==> src/sv/cedpb_pkg.sv <==
// Package for the card event dedup and poll back-off block.
// Holds the item, result and register types, register indexes and card kind codes.
// No dependencies.
package cedpb_pkg;

    localparam int UID_LO_W   = 64;
    localparam int UID_HI_W   = 16;
    localparam int UID_LEN_W  = 4;
    localparam int TIME_W     = 63;
    localparam int SAK_W      = 8;
    localparam int KIND_W     = 3;
    localparam int DELAY_W    = 19;
    localparam int WINDOW_W   = 32;
    localparam int COUNT_W    = 8;
    localparam int INTERVAL_W = 16;
    localparam int CFG_IDX_W  = 3;
    localparam int CFG_DATA_W = 32;
    localparam int UID_BYTES  = 10;

    localparam logic [CFG_IDX_W-1:0] REG_DEDUP_WINDOW = 3'd0;
    localparam logic [CFG_IDX_W-1:0] REG_IDLE_FORGET  = 3'd1;
    localparam logic [CFG_IDX_W-1:0] REG_POLL_INTERVAL = 3'd2;
    localparam logic [CFG_IDX_W-1:0] REG_SLOW_IDLE    = 3'd3;
    localparam logic [CFG_IDX_W-1:0] REG_SLOWER_IDLE  = 3'd4;

    localparam logic [WINDOW_W-1:0]   RST_DEDUP_WINDOW  = 32'd1500000;
    localparam logic [COUNT_W-1:0]    RST_IDLE_FORGET   = 8'd3;
    localparam logic [INTERVAL_W-1:0] RST_POLL_INTERVAL = 16'd300;
    localparam logic [COUNT_W-1:0]    RST_SLOW_IDLE     = 8'd10;
    localparam logic [COUNT_W-1:0]    RST_SLOWER_IDLE   = 8'd30;
    localparam logic [INTERVAL_W-1:0] DEFAULT_INTERVAL  = 16'd300;
    localparam logic [COUNT_W-1:0]    COUNT_MAX         = 8'd255;

    localparam logic [SAK_W-1:0] SAK_CLASSIC1K  = 8'h08;
    localparam logic [SAK_W-1:0] SAK_CLASSIC4K  = 8'h18;
    localparam logic [SAK_W-1:0] SAK_ULTRALIGHT = 8'h00;
    localparam logic [SAK_W-1:0] SAK_PLUS_A     = 8'h10;
    localparam logic [SAK_W-1:0] SAK_PLUS_B     = 8'h11;
    localparam int               SAK_ISO4_BIT   = 5;

    localparam logic [KIND_W-1:0] KIND_CLASSIC1K  = 3'd0;
    localparam logic [KIND_W-1:0] KIND_CLASSIC4K  = 3'd1;
    localparam logic [KIND_W-1:0] KIND_ULTRALIGHT = 3'd2;
    localparam logic [KIND_W-1:0] KIND_PLUS       = 3'd3;
    localparam logic [KIND_W-1:0] KIND_ISO4       = 3'd4;
    localparam logic [KIND_W-1:0] KIND_UNKNOWN    = 3'd5;

    typedef struct packed {
        logic [WINDOW_W-1:0]   dedup_window_us;
        logic [COUNT_W-1:0]    idle_forget_count;
        logic [INTERVAL_W-1:0] base_interval_ms;
        logic [COUNT_W-1:0]    slow_idle_threshold;
        logic [COUNT_W-1:0]    slower_idle_threshold;
    } t_cfg;

    typedef struct packed {
        logic                 card_present;
        logic [SAK_W-1:0]     sak;
        logic [UID_LO_W-1:0]  uid_low;
        logic [UID_HI_W-1:0]  uid_high;
        logic [UID_LEN_W-1:0] uid_length;
        logic [TIME_W-1:0]    time_us;
    } t_item;

    typedef struct packed {
        logic                 card_event;
        logic [KIND_W-1:0]    card_kind;
        logic [UID_LO_W-1:0]  event_uid_low;
        logic [UID_HI_W-1:0]  event_uid_high;
        logic [UID_LEN_W-1:0] event_uid_length;
        logic [DELAY_W-1:0]   next_delay_ms;
    } t_result;

    function automatic logic [KIND_W-1:0] classify(input logic [SAK_W-1:0] sak);
        logic [KIND_W-1:0] kind;
        case (sak)
            SAK_CLASSIC1K:          kind = KIND_CLASSIC1K;
            SAK_CLASSIC4K:          kind = KIND_CLASSIC4K;
            SAK_ULTRALIGHT:         kind = KIND_ULTRALIGHT;
            SAK_PLUS_A, SAK_PLUS_B: kind = KIND_PLUS;
            default: begin
                kind = sak[SAK_ISO4_BIT] ? KIND_ISO4 : KIND_UNKNOWN;
            end
        endcase
        return kind;
    endfunction

endpackage

==> src/sv/cedpb_cfg.sv <==
// Configuration registers of the card event dedup and poll back-off block.
// Depends on cedpb_pkg for register indexes, reset values and t_cfg.
module cedpb_cfg (
    input  logic                                i_clk,
    input  logic                                i_rst_n,
    input  logic                                i_cfg_we,
    input  logic [cedpb_pkg::CFG_IDX_W-1:0]     i_cfg_idx,
    input  logic [cedpb_pkg::CFG_DATA_W-1:0]    i_cfg_wdata,
    output cedpb_pkg::t_cfg                     o_cfg
);
    import cedpb_pkg::*;

    t_cfg r_cfg;

    always_ff @(posedge i_clk) begin
        if (!i_rst_n) begin
            r_cfg.dedup_window_us       <= RST_DEDUP_WINDOW;
            r_cfg.idle_forget_count     <= RST_IDLE_FORGET;
            r_cfg.base_interval_ms      <= RST_POLL_INTERVAL;
            r_cfg.slow_idle_threshold   <= RST_SLOW_IDLE;
            r_cfg.slower_idle_threshold <= RST_SLOWER_IDLE;
        end else if (i_cfg_we) begin
            case (i_cfg_idx)
                REG_DEDUP_WINDOW:  r_cfg.dedup_window_us <= i_cfg_wdata[WINDOW_W-1:0];
                REG_IDLE_FORGET:   r_cfg.idle_forget_count <= i_cfg_wdata[COUNT_W-1:0];
                REG_POLL_INTERVAL: r_cfg.base_interval_ms <= i_cfg_wdata[INTERVAL_W-1:0];
                REG_SLOW_IDLE:     r_cfg.slow_idle_threshold <= i_cfg_wdata[COUNT_W-1:0];
                REG_SLOWER_IDLE:   r_cfg.slower_idle_threshold <= i_cfg_wdata[COUNT_W-1:0];
                default: begin
                end
            endcase
        end
    end

    assign o_cfg = r_cfg;

endmodule

==> src/sv/cedpb_eval.sv <==
// Evaluation of one poll result: UID dedup, idle counting and delay tiering.
// Holds the last reported UID, report time and empty poll count.
// Depends on cedpb_pkg for t_item, t_result, t_cfg and classify.
module cedpb_eval (
    input  logic                i_clk,
    input  logic                i_rst_n,
    input  logic                i_go,
    input  cedpb_pkg::t_item    i_item,
    input  cedpb_pkg::t_cfg     i_cfg,
    output cedpb_pkg::t_result  o_res
);
    import cedpb_pkg::*;

    logic [UID_LO_W-1:0]  r_last_lo,  n_last_lo;
    logic [UID_HI_W-1:0]  r_last_hi,  n_last_hi;
    logic [UID_LEN_W-1:0] r_last_len, n_last_len;
    logic [TIME_W-1:0]    r_last_time, n_last_time;
    logic [COUNT_W-1:0]   r_empty,    n_empty;

    logic [INTERVAL_W-1:0]      base;
    logic [INTERVAL_W+1:0]      base_x3;
    logic [TIME_W-1:0]          diff;
    logic                       elapsed;
    logic [UID_BYTES*8-1:0]     uid_new;
    logic [UID_BYTES*8-1:0]     uid_old;
    logic [UID_BYTES-1:0]       byte_eq;
    logic                       same;
    logic [COUNT_W-1:0]         count_inc;

    assign base    = (i_cfg.base_interval_ms == '0) ? DEFAULT_INTERVAL : i_cfg.base_interval_ms;
    assign base_x3 = {2'b00, base} + {1'b0, base, 1'b0};

    assign diff    = i_item.time_us - r_last_time;
    assign elapsed = !diff[TIME_W-1] &&
                     (diff > {{(TIME_W-WINDOW_W){1'b0}}, i_cfg.dedup_window_us});

    assign uid_new = {i_item.uid_high, i_item.uid_low};
    assign uid_old = {r_last_hi, r_last_lo};

    always_comb begin
        for (int i = 0; i < UID_BYTES; i++) begin
            byte_eq[i] = (i_item.uid_length <= UID_LEN_W'(i)) ||
                         (uid_new[i*8 +: 8] == uid_old[i*8 +: 8]);
        end
    end

    assign same      = (i_item.uid_length == r_last_len) && (&byte_eq);
    assign count_inc = (r_empty == COUNT_MAX) ? r_empty : r_empty + 1'b1;

    always_comb begin
        n_last_lo   = r_last_lo;
        n_last_hi   = r_last_hi;
        n_last_len  = r_last_len;
        n_last_time = r_last_time;
        n_empty     = r_empty;
        o_res       = '0;
        o_res.card_kind = KIND_UNKNOWN;
        if (i_item.card_present) begin
            n_empty         = '0;
            o_res.card_kind = classify(i_item.sak);
            if (!same || elapsed) begin
                o_res.card_event       = 1'b1;
                o_res.event_uid_low    = i_item.uid_low;
                o_res.event_uid_high   = i_item.uid_high;
                o_res.event_uid_length = i_item.uid_length;
                n_last_lo   = i_item.uid_low;
                n_last_hi   = i_item.uid_high;
                n_last_len  = i_item.uid_length;
                n_last_time = i_item.time_us;
            end
            o_res.next_delay_ms = DELAY_W'(base);
        end else begin
            n_empty = count_inc;
            if ((r_empty != COUNT_MAX) && (count_inc == i_cfg.idle_forget_count)) begin
                n_last_lo  = '0;
                n_last_hi  = '0;
                n_last_len = '0;
            end
            if (count_inc < i_cfg.slow_idle_threshold) begin
                o_res.next_delay_ms = DELAY_W'(base);
            end else if (count_inc < i_cfg.slower_idle_threshold) begin
                o_res.next_delay_ms = DELAY_W'(base_x3);
            end else begin
                o_res.next_delay_ms = {base_x3, 1'b0};
            end
        end
    end

    always_ff @(posedge i_clk) begin
        if (!i_rst_n) begin
            r_last_lo   <= '0;
            r_last_hi   <= '0;
            r_last_len  <= '0;
            r_last_time <= '0;
            r_empty     <= '0;
        end else if (i_go) begin
            r_last_lo   <= n_last_lo;
            r_last_hi   <= n_last_hi;
            r_last_len  <= n_last_len;
            r_last_time <= n_last_time;
            r_empty     <= n_empty;
        end
    end

endmodule

==> src/sv/card_event_dedup_and_poll_backoff.sv <==
// Top level of the card event dedup and poll back-off block.
// Input register, evaluation stage and result register with valid/ready on both sides.
// Depends on cedpb_pkg, cedpb_cfg and cedpb_eval.
//
// Usage:
//   Input channel i_valid/o_ready carries one poll result per transfer:
//   card presence, SAK, UID (low 64 bits, high 16 bits, length) and time.
//   Output channel o_valid/i_ready carries one result per input transfer:
//   card event flag, card kind, reported UID and next poll delay.
//   The user writes configuration through i_cfg_we/i_cfg_idx/i_cfg_wdata while idle;
//   the block does not enforce it. An accepted item waits in the input register;
//   when it advances, the evaluation logic loads the result register, sets o_valid,
//   and updates the dedup state at the same edge. Throughput is one item per cycle
//   while the receiver does not stall; the next item sees the state left by the
//   previous one because state and result update together.
//   When the receiver stalls the result register holds, the input register
//   fills, and o_ready drops only when both are full.
//   Reset clears both valid flags, the stored UID, report time and empty
//   count, and loads the register defaults.
module card_event_dedup_and_poll_backoff (
    input  logic                                 i_clk,
    input  logic                                 i_rst_n,
    input  logic                                 i_cfg_we,
    input  logic [cedpb_pkg::CFG_IDX_W-1:0]      i_cfg_idx,
    input  logic [cedpb_pkg::CFG_DATA_W-1:0]     i_cfg_wdata,
    input  logic                                 i_valid,
    output logic                                 o_ready,
    input  logic                                 i_card_present,
    input  logic [cedpb_pkg::SAK_W-1:0]          i_sak,
    input  logic [cedpb_pkg::UID_LO_W-1:0]       i_uid_low,
    input  logic [cedpb_pkg::UID_HI_W-1:0]       i_uid_high,
    input  logic [cedpb_pkg::UID_LEN_W-1:0]      i_uid_length,
    input  logic [cedpb_pkg::TIME_W-1:0]         i_time_us,
    output logic                                 o_valid,
    input  logic                                 i_ready,
    output logic                                 o_card_event,
    output logic [cedpb_pkg::KIND_W-1:0]         o_card_kind,
    output logic [cedpb_pkg::UID_LO_W-1:0]       o_event_uid_low,
    output logic [cedpb_pkg::UID_HI_W-1:0]       o_event_uid_high,
    output logic [cedpb_pkg::UID_LEN_W-1:0]      o_event_uid_length,
    output logic [cedpb_pkg::DELAY_W-1:0]        o_next_delay_ms
);
    import cedpb_pkg::*;

    t_cfg    cfg;
    t_item   r_in;
    t_result res;
    t_result r_out;
    logic    r_in_valid;
    logic    r_out_valid;
    logic    advance;
    logic    in_xfer;

    cedpb_cfg u_cfg (
        .i_clk       (i_clk),
        .i_rst_n     (i_rst_n),
        .i_cfg_we    (i_cfg_we),
        .i_cfg_idx   (i_cfg_idx),
        .i_cfg_wdata (i_cfg_wdata),
        .o_cfg       (cfg)
    );

    cedpb_eval u_eval (
        .i_clk   (i_clk),
        .i_rst_n (i_rst_n),
        .i_go    (advance),
        .i_item  (r_in),
        .i_cfg   (cfg),
        .o_res   (res)
    );

    assign advance = r_in_valid && (!r_out_valid || i_ready);
    assign o_ready = !r_in_valid || advance;
    assign in_xfer = i_valid && o_ready;

    always_ff @(posedge i_clk) begin
        if (!i_rst_n) begin
            r_in_valid  <= 1'b0;
            r_out_valid <= 1'b0;
        end else begin
            if (in_xfer) begin
                r_in_valid <= 1'b1;
            end else if (advance) begin
                r_in_valid <= 1'b0;
            end
            if (advance) begin
                r_out_valid <= 1'b1;
            end else if (i_ready) begin
                r_out_valid <= 1'b0;
            end
        end
    end

    always_ff @(posedge i_clk) begin
        if (in_xfer) begin
            r_in.card_present <= i_card_present;
            r_in.sak          <= i_sak;
            r_in.uid_low      <= i_uid_low;
            r_in.uid_high     <= i_uid_high;
            r_in.uid_length   <= i_uid_length;
            r_in.time_us      <= i_time_us;
        end
        if (advance) begin
            r_out <= res;
        end
    end

    assign o_valid            = r_out_valid;
    assign o_card_event       = r_out.card_event;
    assign o_card_kind        = r_out.card_kind;
    assign o_event_uid_low    = r_out.event_uid_low;
    assign o_event_uid_high   = r_out.event_uid_high;
    assign o_event_uid_length = r_out.event_uid_length;
    assign o_next_delay_ms    = r_out.next_delay_ms;

endmodule

==> config.mk <==
export PLATFORM = sky130hd
export DESIGN_NAME = card_event_dedup_and_poll_backoff
export DESIGN_NICKNAME = d
export VERILOG_FILES = /design/src/sv/cedpb_pkg.sv /design/src/sv/cedpb_cfg.sv /design/src/sv/cedpb_eval.sv /design/src/sv/card_event_dedup_and_poll_backoff.sv
export SDC_FILE = /design/constraint.sdc
export NUM_CORES = 1
export LEC_CHECK = 0
export ABC_AREA = 1
export BUFFER_PORTS_ARGS = -buffer_cell sky130_fd_sc_hd__buf_2
export CAP_MARGIN = 20
export CELL_PAD_IN_SITES_DETAIL_PLACEMENT = 0
export CELL_PAD_IN_SITES_GLOBAL_PLACEMENT = 2
export CORE_AREA = 5 5 303 245
export CTS_BUF_LIST = sky130_fd_sc_hd__clkbuf_16
export CTS_CLUSTER_DIAMETER = 30
export DETAILED_ROUTE_END_ITERATION = 12
export DIE_AREA = 0 0 308 250
export HOLD_SLACK_MARGIN = 0.08
export MAX_ROUTING_LAYER = met4
export PLACE_DENSITY = 0.89
export SETUP_SLACK_MARGIN = 0.2
export SLEW_MARGIN = 20
export SYNTH_ARGS = -nofsm -noshare
export SYNTH_HDL_FRONTEND = slang
export SYNTH_SLANG_ARGS = --single-unit
==> constraint.sdc <==
create_clock -name i_clk -period 11.2 [get_ports i_clk]
set_input_delay 2.24 -clock i_clk [delete_from_list [all_inputs] [get_ports i_clk]]
set_output_delay 2.24 -clock i_clk [all_outputs]
set_load 0.05 [all_outputs]
After elaboration in Yosys (flattened, before gate mapping) --
Index checks and enable logic that the tools add are counted.
Storage, ports and cells: register bits after elaboration 492, bits in latches 0, memory bits (writable) 0, bits in read-only memories 0, input bits 196, output and inout bits 109, word-level logic and storage cells 127, memories 0
Operators by class: $add $sub $neg 3, multiply operators 0, divide/modulo/power cells 0, $lt $le $gt $ge 13, eq/ne operators 23, shift operators 0, muxes and demuxes 22, bitwise operators 0, reduce and logical (&&, ||, !) cells 40
Operator list (count):
- two-way mux 64 bit | 3
- two-way mux 16 bit | 6
- == test 8 bit | 11
- > comparator 63 x 32 -> 1 bit | 1
- subtractor 63 bit | 1
- == test 8 x 5 -> 1 bit (second input constant) | 3
- adder 16 x 17 -> 18 bit | 1
- two-way mux 18 bit | 1
- less-or-equal comparator 4 x 3 -> 1 bit (second input constant) | 4
- logical NOT 16 bit | 1
- < comparator 8 bit | 2
- two-way mux 8 bit | 2
- logical OR 1 bit | 13
- two-way mux 4 bit | 3
- one-hot mux 3 bit (4 select lines) | 1
- AND reduction 2 bit | 6
- AND reduction 10 bit | 1
- adder 8 x 1 -> 8 bit (second input constant) | 1
- == test 8 x 4 -> 1 bit (second input constant) | 1
- == test 8 bit (second input constant) | 1
- less-or-equal comparator 4 x 1 -> 1 bit (second input constant) | 2
- less-or-equal comparator 4 x 2 -> 1 bit (second input constant) | 2
- less-or-equal comparator 4 bit (second input constant) | 2
- logical NOT 8 bit | 1
- 14 further kinds | 31

Longest topological paths before layout --
Gate-level depths: netlist (run 1).
depth in word-level cells 8, depth in mapped cells 32, gate-level depth less buffers 31

By module --
Synthesis (run 1) repeated with hierarchy kept, for this count alone.
Unflattened totals: cells, all modules 3580, area, all modules 27511.4 um2
Modules (own cells, without submodules):
- cedpb_eval | instances 1, cells each 2892, area each 16668.5 um2
- card_event_dedup_and_poll_backoff | instances 1, cells each 276, area each 7992.7 um2
- cedpb_cfg | instances 1, cells each 412, area each 2850.2 um2

Worst setup path before layout (run 1) --
No wires, ideal clock.
path type input port to flip-flop, start point input port i_ready, end point register r_in[0] in the netlist's numbering, enable pin, setup time 508 ps, data arrival time 5843 ps, slack 4850 ps, stages on the path 4, cells stage by stage inv_1 -> nand3_1 -> nand2_1 -> inv_1
Between the ends: cells in the longest elaborated chain, start to end 4
RTL lines:
- start: declaration | RTL line card_event_dedup_and_poll_backoff.sv:35 | input logic i_ready,
- logical OR 1 bit | RTL line card_event_dedup_and_poll_backoff.sv:72 | assign advance = r_in_valid && (!r_out_valid || i_ready);
- logical AND 1 bit | RTL line card_event_dedup_and_poll_backoff.sv:72
- logical OR 1 bit | RTL line card_event_dedup_and_poll_backoff.sv:73 | assign o_ready = !r_in_valid || advance;
- net o_ready | RTL line card_event_dedup_and_poll_backoff.sv:27 | output logic o_ready,
- logical AND 1 bit | RTL line card_event_dedup_and_poll_backoff.sv:74 | assign in_xfer = i_valid && o_ready;
- net in_xfer | RTL line card_event_dedup_and_poll_backoff.sv:52 | logic in_xfer;
- end: declaration | RTL line card_event_dedup_and_poll_backoff.sv:46 | t_item r_in;
The timed path passes the listed nets, and every way through them passes these cells. A chain may end at the register's enable or synchronous reset.

Final worst setup path (run 1) --
start point register r_in[0] in the netlist's numbering, end point register u_eval.r_last_lo[34]
Between the ends: cells in the longest elaborated chain, start to end 6, elaborated cells on any way between the ends 7, those cells by class add/sub (1); order compare (1); eq/ne (1); reduce/logical (4)
RTL lines:
- subtractor 63 bit (*) | RTL line cedpb_eval.sv:33 | assign diff = i_item.time_us - r_last_time;
- > comparator 63 x 32 -> 1 bit or logical NOT 1 bit (tied branches) | RTL line cedpb_eval.sv:35, cedpb_eval.sv:34
- logical AND 1 bit (*) | RTL line cedpb_eval.sv:34 | assign elapsed = !diff[TIME_W-1] &&
- logical OR 1 bit (*) | RTL line cedpb_eval.sv:61 | if (!same || elapsed) begin
- inequality test 2 x 1 -> 1 bit (no source line) (*)
- AND reduction 3 bit (no source line) (*)
- end signal: assignment | RTL line cedpb_eval.sv:97 | r_last_lo <= n_last_lo;
- end: declaration | RTL line cedpb_eval.sv:14 | logic [UID_LO_W-1:0] r_last_lo, n_last_lo;
Every way passes the cells marked *; elsewhere a longest branch is shown, timed or not.

==> metrics.csv, run 1 <==
metric,value,unit
Critical Path Source,r_in[0],
# clock sinks,492,
Worst Clk Skew,0.0318,ns
drt drc,0,
"commonest non-fill, non-tap cell in the layout",nand2_1,
CP arrival,6.51,ns
worst skew pair latency,0.66,ns
Max Slew Vio Count,0,
xor/xnor share of the synthesized area,3.88,%
syn_area_per_cell,8.07,µm²
"area leader, netlist",edfxtp_1,
CP most frequent cell,nand3_1,
RSZ-0062 raised after global routing,no,
antenna violations before repair,12,
RR Startpoint,r_in[0],
Synth Area in Compound Gates,9.35,%
Final ANT Viol Nets,0,
via count,22408,
Post-synth EDFFs,263,
largest net degree at the start of global routing,101,
starting density of the core,37.4,%
FP Rows,88,
Adder-Cell Fraction of Synth Area,6.30,%
Num CTS Buffers,104,
period utilization,53.0,%
Setup CP Type,register to register,
input/output buffers,304,
CP required,11.77,ns
reg2reg path depth,29,
Mapped Area,26600,µm²
setup TNS,0,ns
Clock Path Buffers,3,
top-level I/O count,305,
Die Y,250,µm
clk root buf,clkbuf_16,
Synth Instances,3303,
CTS Hold Bufs,0,
drt first pass iters,5,
r2r setup slk,5.27,ns
Reg-to-Reg End,u_eval.r_last_lo[34],
Ys Warns,0,
Startpoint Class,register,
post-CTS setup repair buffer count,0,
post-synthesis mux area share,0,%
largest family of logic cells by synthesized area,simple AND/OR/NAND/NOR gates,
MaxCap Viol Count,0,
1st-iter DRT viols,1532,
"Top FF cell, synth",edfxtp_1,
largest stage delay on the critical path,0.76,ns
syn_nets,3632,
synth unique cells,58,
nets,3947,
final worst path period need,5.93,ns
dpl cell area,28900,µm²
DP HPWL,58.9,mm
worst-path maximum fanout,82,
GR Overflow Total,0,
Lkg Pwr,0.0147,µW
Slew HR,32.0,%
post-synthesis sequential area ratio,46.8,%
Cell Pwr Density,183,nW/µm²
post-DR vias/cell,4.80,
Fin. Hold Viols,0,
worst setup path endpoint,u_eval.r_last_lo[34],
highest clock rate,169,MHz
CTS tree,done,
first-pass GRT wire length,124,mm
Setup crit end kind,register,
die area,77000,µm²
vias in the first global route,21590,
GRT Util Overall,20.9,%
final WL,79.9,mm
"top cells by area, synth","edfxtp_1 (30%), dfxtp_1 (17%), nand2_1 (9.9%)",
Resized cells post-CTS,0,
wire length per cell,17.1,µm
CTS H-tree lvls,3,
Clock transition at path regs,0.05,ns
Area Growth Syn to Fin,22.3,%
CORE AREA,71200,µm²
peak supply drop,0.000124,V
status,"finished, final reports clean",
worst hold path class,register to register,
Worst Tran Pin Value,1.02,ns
top cell type's share of synthesized area,29.6,%
WHS,0.458,ns
Die W,308,µm
CP max stage cell,buf_4,
Async SR Flop Fraction,0,%
"commonest non-fill, non-tap cells in the layout","nand2_1 (701), inv_1 (536), nor2_1 (372)",
Synth Register Bits,492,
post-route design area,32600,µm²
Synth Area in Simple Gates,23.8,%
final setup violation count,0,
layout cell share with drive strength beyond 1,15.3,%
GPL Wtd Cong,0.923,
## worst max-delay path, delay by kind of cell (launching register included)
family	cells	cell delay (ns)
simple gates	21	3.15
buf+inv	3	0.90
fa+ha+maj	3	0.89
flops	1	0.38
xor+xnor	1	0.26
compound gates	1	0.18
## synth_stat cells (11+ instances only)
| library cell | number |
|---|---|
| o21ai_1 | 47 |
| xnor2_1 | 56 |
| nor2_2 | 11 |
| nor2_1 | 372 |
| or2_2 | 14 |
| o21ai_0 | 114 |
| buf_2 | 25 |
| edfxtp_1 | 263 |
| nand4_1 | 120 |
| o211ai_1 | 20 |
| nand3_1 | 138 |
| inv_2 | 13 |
| nand3_2 | 28 |
| clkbuf_1 | 57 |
| nand3b_1 | 13 |
| ha_1 | 131 |
| dfxtp_1 | 229 |
| buf_6 | 12 |
| nand2_1 | 702 |
| a21oi_1 | 242 |
| xor2_1 | 62 |
| inv_1 | 522 |
| nor3_1 | 25 |
## worst min path at each step
stage,end,start,depth (start not counted),slack (ns)
3_3_place_gp,u_cfg.o_cfg[8],u_cfg.o_cfg[8],2,0.45
4_1_cts,u_cfg.o_cfg[8],u_cfg.o_cfg[8],2,0.46
6_report,u_cfg.o_cfg[8],u_cfg.o_cfg[8],2,0.46
2_1_floorplan,u_cfg.o_cfg[8],u_cfg.o_cfg[8],2,0.42
3_5_place_dp,u_cfg.o_cfg[8],u_cfg.o_cfg[8],2,0.45
5_1_grt,u_cfg.o_cfg[5],u_cfg.o_cfg[5],2,0.49
## through the flow
stage,instances,total power (µW),setup slack (ns),util (%)
after CTS,4654,6010,5.23,45.7
after global routing,4661,6210,4.56,45.7
final,4664,5950,5.27,45.7
after global placement,4457,2850,5.32,40.6
after floorplan,3303,2610,4.85,-
after detailed placement,4457,2850,5.24,40.6
## layer usage
metal	vias up	wire length, µm	global-route usage, %
met5	-	0	-
li1	11446	-	-
met1	10290	39200	30.2
met4	0	1450	4.72
met3	107	4880	4.19
met2	565	34300	30.5
## flip-flops by register name, summed over array words and instances, names as in the netlist
register,flops
o_card_event,1
o_card_kind,3
o_event_uid_high,16
o_event_uid_length,4
o_event_uid_low,64
o_next_delay_ms,19
o_valid,1
r_in,156
r_in_valid,1
u_cfg.o_cfg,72
u_eval.r_empty,8
u_eval.r_last_hi,16
u_eval.r_last_len,4
u_eval.r_last_lo,64
u_eval.r_last_time,63
## power by group
part | internal (µW) | switching (µW)
combinational | 241 | 526
clock | 2090 | 1040
sequential | 2000 | 49.1
total | 4330 | 1610
## layout make-up
cell class | count | area (µm²)
multi-input combinational | 2162 | 11600
clock buffer | 109 | 2730
fill | 7129 | 38700
tap | 945 | 1180
sequential | 492 | 12500
clock inverter | 88 | 928
inverter | 540 | 2040
antenna | 10 | 25.0
timing repair buffer | 318 | 1640
## cell families after synthesis
kind of cell    after synthesis
buf+inv                     649
simple gates               1448
fa+ha+maj                   133
xor+xnor                    118
flops                       492
compound gates              463
Power figures use the tool's default switching activity.
==> inputs of run 2 (changes only) <==
--- a/config.mk
+++ b/config.mk
@@ -10,14 +10,14 @@
 export CAP_MARGIN = 20
 export CELL_PAD_IN_SITES_DETAIL_PLACEMENT = 0
 export CELL_PAD_IN_SITES_GLOBAL_PLACEMENT = 2
-export CORE_AREA = 5 5 303 245
+export CORE_AREA = 5 5 315 255
 export CTS_BUF_LIST = sky130_fd_sc_hd__clkbuf_16
 export CTS_CLUSTER_DIAMETER = 30
 export DETAILED_ROUTE_END_ITERATION = 12
-export DIE_AREA = 0 0 308 250
+export DIE_AREA = 0 0 320 260
 export HOLD_SLACK_MARGIN = 0.08
 export MAX_ROUTING_LAYER = met4
-export PLACE_DENSITY = 0.89
+export PLACE_DENSITY = 0.84
 export SETUP_SLACK_MARGIN = 0.2
 export SLEW_MARGIN = 20
 export SYNTH_ARGS = -nofsm -noshare
==> constraint.sdc (replaced) <==
create_clock -name i_clk -period 6 [get_ports i_clk]
set_input_delay 1.2 -clock i_clk [delete_from_list [all_inputs] [get_ports i_clk]]
set_output_delay 1.2 -clock i_clk [all_outputs]
set_load 0.05 [all_outputs]
==> run 2 against run 1 <==
Effect of this change: power is 85% higher; first-iteration DRC count is 9.9% higher; cell count is 1.8% higher; sequential share of layout area is 0.13 points lower; wire length is 1.4% higher; register-to-register slack worse by 4.5 ns; fmax is 14% higher; critical path depth is 3 lower; design area is 0.34% higher; clock power is 83% higher; worst hold slack better by 0.0035 ns; critical path type unchanged; largest cell class unchanged.
==> metrics.csv, run 2 (same netlist as run 1, synthesis figures left out) <==
metric,value,unit
nets,3954,
GPL Wtd Cong,0.883,
setup TNS,0,ns
Die W,320,µm
Worst Clk Skew,0.0363,ns
FP Rows,91,
input/output buffers,304,
Fin. Hold Viols,0,
switching power,2990,µW
post-DR vias/cell,4.70,
"CP delay by family, top",simple AND/OR/NAND/NOR gates,
RSZ-0062 raised after global routing,no,
Setup WS post-layout,0.804,ns
worst hold path class,register to register,
wire length per cell,17.1,µm
metal2 WL,34.7,mm
Max Slew Vio Count,0,
antenna violations before repair,11,
footprint of the multi-input gates,11600,µm²
DP HPWL,60.7,mm
Worst Tran Pin Value,0.917,ns
via count,22303,
CTS H-tree lvls,3,
CTS tree,done,
final setup violation count,0,
largest net degree at the start of global routing,95,
GR Overflow Total,0,
final WL,81.0,mm
largest stage delay on the critical path,0.56,ns
Setup CP Type,register to register,
MaxCap Viol Count,0,
FF+latch area,12500,µm²
Highest Signal Layer,met4,
drt first pass iters,5,
Startpoint Class,register,
starting density of the core,34.8,%
Lkg Pwr,0.0147,µW
Clk network pwr share,52.2,%
post-CTS setup repair buffer count,0,
Num CTS Buffers,104,
peak supply drop,0.000245,V
setup slack at placement,0.807,ns
met3 WL,4.75,mm
Slew HR,38.0,%
worst path bufs/invs,4,
die area,83200,µm²
GRT Util Overall,19.5,%
sw frac,27.2,%
highest clock rate,192,MHz
Clock Path Buffers,3,
Filler Cells Inserted,7810,
CP required,6.55,ns
Die Y,260,µm
CORE AREA,76600,µm²
CP arrival,5.75,ns
# clock sinks,492,
Cell Pwr Density,336,nW/µm²
layout cell share with drive strength beyond 1,15.6,%
worst skew pair latency,0.66,ns
period utilization,86.6,%
status,"finished, final reports clean",
Flop pwr share,34.8,%
final worst path period need,5.20,ns
vias in the first global route,21395,
"commonest non-fill, non-tap cell in the layout",nand2_1,
CTS Hold Bufs,0,
top-level I/O count,305,
max reg flops,156,
Resized cells post-CTS,0,
"commonest non-fill, non-tap cells in the layout","nand2_1 (701), inv_1 (534), nor2_1 (372)",
Final ANT Viol Nets,0,
clk root buf,clkbuf_16,
Setup crit end kind,register,
first-pass GRT wire length,125,mm
1st-iter DRT viols,1684,
Clock transition at path regs,0.05,ns
post-layout util,42.7,%
internal power,8000,µW
met1 wire length,40.1,mm
CP most frequent cell,nand3_1,
Area Growth Syn to Fin,22.7,%
worst-path maximum fanout,48,
CP max stage cell,buf_4,
register bank with the most flops,r_in,
drt drc,0,
share of power burned in combinational logic,13.0,%
## run 2: changes by cell type in the layout (fill, tap and decap cells not counted), sizes merged
cell / previous run / this run
diode: 10 / 9
buf: 318 / 325
inv: 564 / 559
clkbuf: 109 / 106
clkinv: 39 / 46
clkinvlp: 11 / 13
## run 2: worst paths after layout
kind	endpoint	startpoint	depth (start not counted)	slack, ns
min reg2reg	u_cfg.o_cfg[51]	u_cfg.o_cfg[51]	2	0.46
min	u_cfg.o_cfg[51]	u_cfg.o_cfg[51]	2	0.46
max	u_eval.r_last_lo[32]	r_in[0]	26	0.80
max reg2reg	u_eval.r_last_lo[32]	r_in[0]	26	0.80
## run 2: power groups by stage
stage | clock network (µW) | logic, µW | registers, µW
CTS | 5870 | 1440 | 3830
global route | 6050 | 1620 | 3840
global placement | 0 | 1440 | 3890
floorplan | 0 | 872 | 3990
detailed placement | 0 | 1440 | 3890
finish | 5730 | 1430 | 3830
## run 2: metal layers
layer | global-route usage, % | vias up
met5 | - | -
met4 | 4.64 | 0
met3 | 4.05 | 105
met2 | 28.2 | 502
met1 | 28.1 | 10206
li1 | - | 11490
## run 2: final cells by class
type,instances,share of cell area [%]
Antenna cell,9,0.0689
Clock buffer,106,8.11
Clock inverter,92,2.80
Inverter,540,6.23
Multi-Input combinational cell,2162,35.4
Sequential cell,492,38.2
Tap cell,1023,3.92
Timing Repair Buffer,325,5.32
## run 2: worst min-delay path, delay by kind of cell (launching register included)
family | cells | cell delay (ns)
buffers and inverters | 1 | 0.06
AO/OA/AOI/OAI | 1 | 0.06
flip-flops | 1 | 0.29
## run 2: through the flow
stage / hold WS [ns] / cells / instance area (µm²) / total power, µW
after global placement: 0.452 / 4542 / 29100 / 5330
after global routing: 0.487 / 4746 / 32700 / 11500
after floorplan: 0.425 / 3303 / 26600 / 4860
after detailed placement: 0.454 / 4542 / 29100 / 5330
after CTS: 0.462 / 4740 / 32700 / 11100
final: 0.462 / 4749 / 32700 / 11000
==> inputs of run 3 (changes only) <==
--- a/config.mk
+++ b/config.mk
@@ -8,16 +8,14 @@
 export ABC_AREA = 1
 export BUFFER_PORTS_ARGS = -buffer_cell sky130_fd_sc_hd__buf_2
 export CAP_MARGIN = 20
-export CELL_PAD_IN_SITES_DETAIL_PLACEMENT = 0
-export CELL_PAD_IN_SITES_GLOBAL_PLACEMENT = 2
-export CORE_AREA = 5 5 315 255
+export CORE_AREA = 5 5 279 226
 export CTS_BUF_LIST = sky130_fd_sc_hd__clkbuf_16
 export CTS_CLUSTER_DIAMETER = 30
 export DETAILED_ROUTE_END_ITERATION = 12
-export DIE_AREA = 0 0 320 260
+export DIE_AREA = 0 0 284 231
 export HOLD_SLACK_MARGIN = 0.08
 export MAX_ROUTING_LAYER = met4
-export PLACE_DENSITY = 0.84
+export PLACE_DENSITY = 0.68
 export SETUP_SLACK_MARGIN = 0.2
 export SLEW_MARGIN = 20
 export SYNTH_ARGS = -nofsm -noshare
==> run 3 against run 2 <==
Effect of this change: power decreased by 2.4%; largest power group unchanged; critical endpoint is now u_eval.r_last_lo[48]; wire length decreased by 9.1%; cell count decreased by 5.7%; highest routed layer unchanged.
==> metrics.csv, run 3 (same netlist as run 1, synthesis figures left out) <==
metric,value,unit
max reg flops,156,
post-DR vias/cell,5.07,
final WL,73.6,mm
first-pass GRT wire length,115,mm
DP HPWL,54.2,mm
post-CTS setup repair buffer count,0,
GPL Wtd Cong,0.995,
Flop pwr share,35.7,%
antenna violations before repair,6,
Worst Clk Skew,0.0314,ns
Startpoint Class,register,
wire length per cell,16.4,µm
CTS H-tree lvls,3,
Fin. Hold Viols,0,
MaxCap Viol Count,0,
status,"finished, final reports clean",
Num CTS Buffers,93,
clk root buf,clkbuf_16,
register bank with the most flops,r_in,
CTS tree,done,
worst-path maximum fanout,87,
# clock sinks,492,
layout cell share with drive strength beyond 1,15.4,%
setup TNS,0,ns
Clk network pwr share,51.2,%
CP required,6.54,ns
setup slack at placement,1.04,ns
Total Power,10700,µW
CTS Hold Bufs,0,
die area,65600,µm²
GR Overflow Total,0,
Layout Cells excl Fill,4480,
WHS,0.461,ns
nets,3939,
top-level I/O count,305,
period utilization,84.2,%
share of power burned in combinational logic,13.1,%
"commonest non-fill, non-tap cells in the layout","nand2_1 (701), inv_1 (526), nor2_1 (372)",
Setup WS post-layout,0.946,ns
CORE AREA,60300,µm²
drt drc,0,
Die Y,231,µm
CP max stage cell,ha_1,
Lkg Pwr,0.0145,µW
1st-iter DRT viols,1878,
Clock Path Buffers,3,
FP Rows,81,
internal power,7810,µW
Resized cells post-CTS,0,
peak supply drop,0.000273,V
worst hold path class,register to register,
CP arrival,5.59,ns
RSZ-0062 raised after global routing,no,
input/output buffers,304,
final worst path period need,5.05,ns
Filler Cells Inserted,5634,
"commonest non-fill, non-tap cell in the layout",nand2_1,
largest stage delay on the critical path,0.44,ns
largest net degree at the start of global routing,95,
final setup violation count,0,
Max Slew Vio Count,0,
GRT Util Overall,22.4,%
highest clock rate,198,MHz
Slew HR,24.2,%
Area Growth Syn to Fin,20.5,%
sw frac,27.2,%
via count,22704,
drt first pass iters,6,
CP most frequent cell,nand2_1,
Worst Tran Pin Value,1.14,ns
Setup CP Type,register to register,
placed insts,4303,
vias in the first global route,21251,
starting density of the core,44.2,%
Setup crit end kind,register,
Clock transition at path regs,0.05,ns
Final ANT Viol Nets,0,
switching power,2920,µW
Cell Pwr Density,334,nW/µm²
Die W,284,µm
worst skew pair latency,0.63,ns
==> run 3: cell count changes in the layout (fill, tap and decap cells not counted), sizes merged <==
cell and change:
inv +2, clkinvlp -2, buf -4, diode -7, bufinv +2, clkbuf -11
clkinv -14
==> run 3: critical path: cells and delay by family (launching register included) <==
kind	cells	cell delay, ns
buf+inv	3	0.55
flops	1	0.41
fa+ha+maj	2	0.73
simple gates	21	2.94
xor+xnor	1	0.09
compound gates	1	0.17
==> run 3: metrics by stage <==
| stage | util, % | instance area (µm²) |
|---|---|---|
| detailed placement | 47.7 | 28700 |
| CTS | 53.2 | 32100 |
| floorplan | - | 26600 |
| finish | 53.3 | 32100 |
| global placement | 47.7 | 28700 |
| global route | 53.3 | 32100 |
==> run 3: final cells by class <==
cell class | count | area, µm² | area share (%)
diodes | 2 | 5.00 | 0.0156
well taps | 788 | 986 | 3.07
multi-input cells | 2162 | 11600 | 36.0
repair buffers | 321 | 1680 | 5.22
inverters | 540 | 2040 | 6.34
clock inverters | 80 | 983 | 3.06
clock buffers | 95 | 2380 | 7.40
flip-flops and latches | 492 | 12500 | 38.9
==> run 3: power groups by stage <==
stage,registers [µW],clock network (µW),logic (µW)
6_report,3830,5500,1400
5_1_grt,3840,5770,1570
4_1_cts,3830,5590,1390
3_5_place_dp,3890,0,1380
3_3_place_gp,3890,0,1370
2_1_floorplan,3990,0,872
==> run 3: per-layer routing <==
layer  vias to the layer above  wire (µm)  share of wire [%]  global-route usage [%]
met5                         -          0                  0                       -
met3                       107       5900                8.0                    4.69
met1                     10380      34700                 47                    31.9
met4                         0       1490                2.0                    5.64
met2                       763      31500                 43                    32.7
li1                      11454          -                  -                       -
==> run 3: worst paths after layout <==
kind | startpoint | end | slack [ns] | depth (start not counted)
min reg2reg | u_cfg.o_cfg[13] | u_cfg.o_cfg[13] | 0.46 | 2
min | u_cfg.o_cfg[13] | u_cfg.o_cfg[13] | 0.46 | 2
max | r_in[27] | u_eval.r_last_lo[48] | 0.95 | 28
max reg2reg | r_in[27] | u_eval.r_last_lo[48] | 0.95 | 28
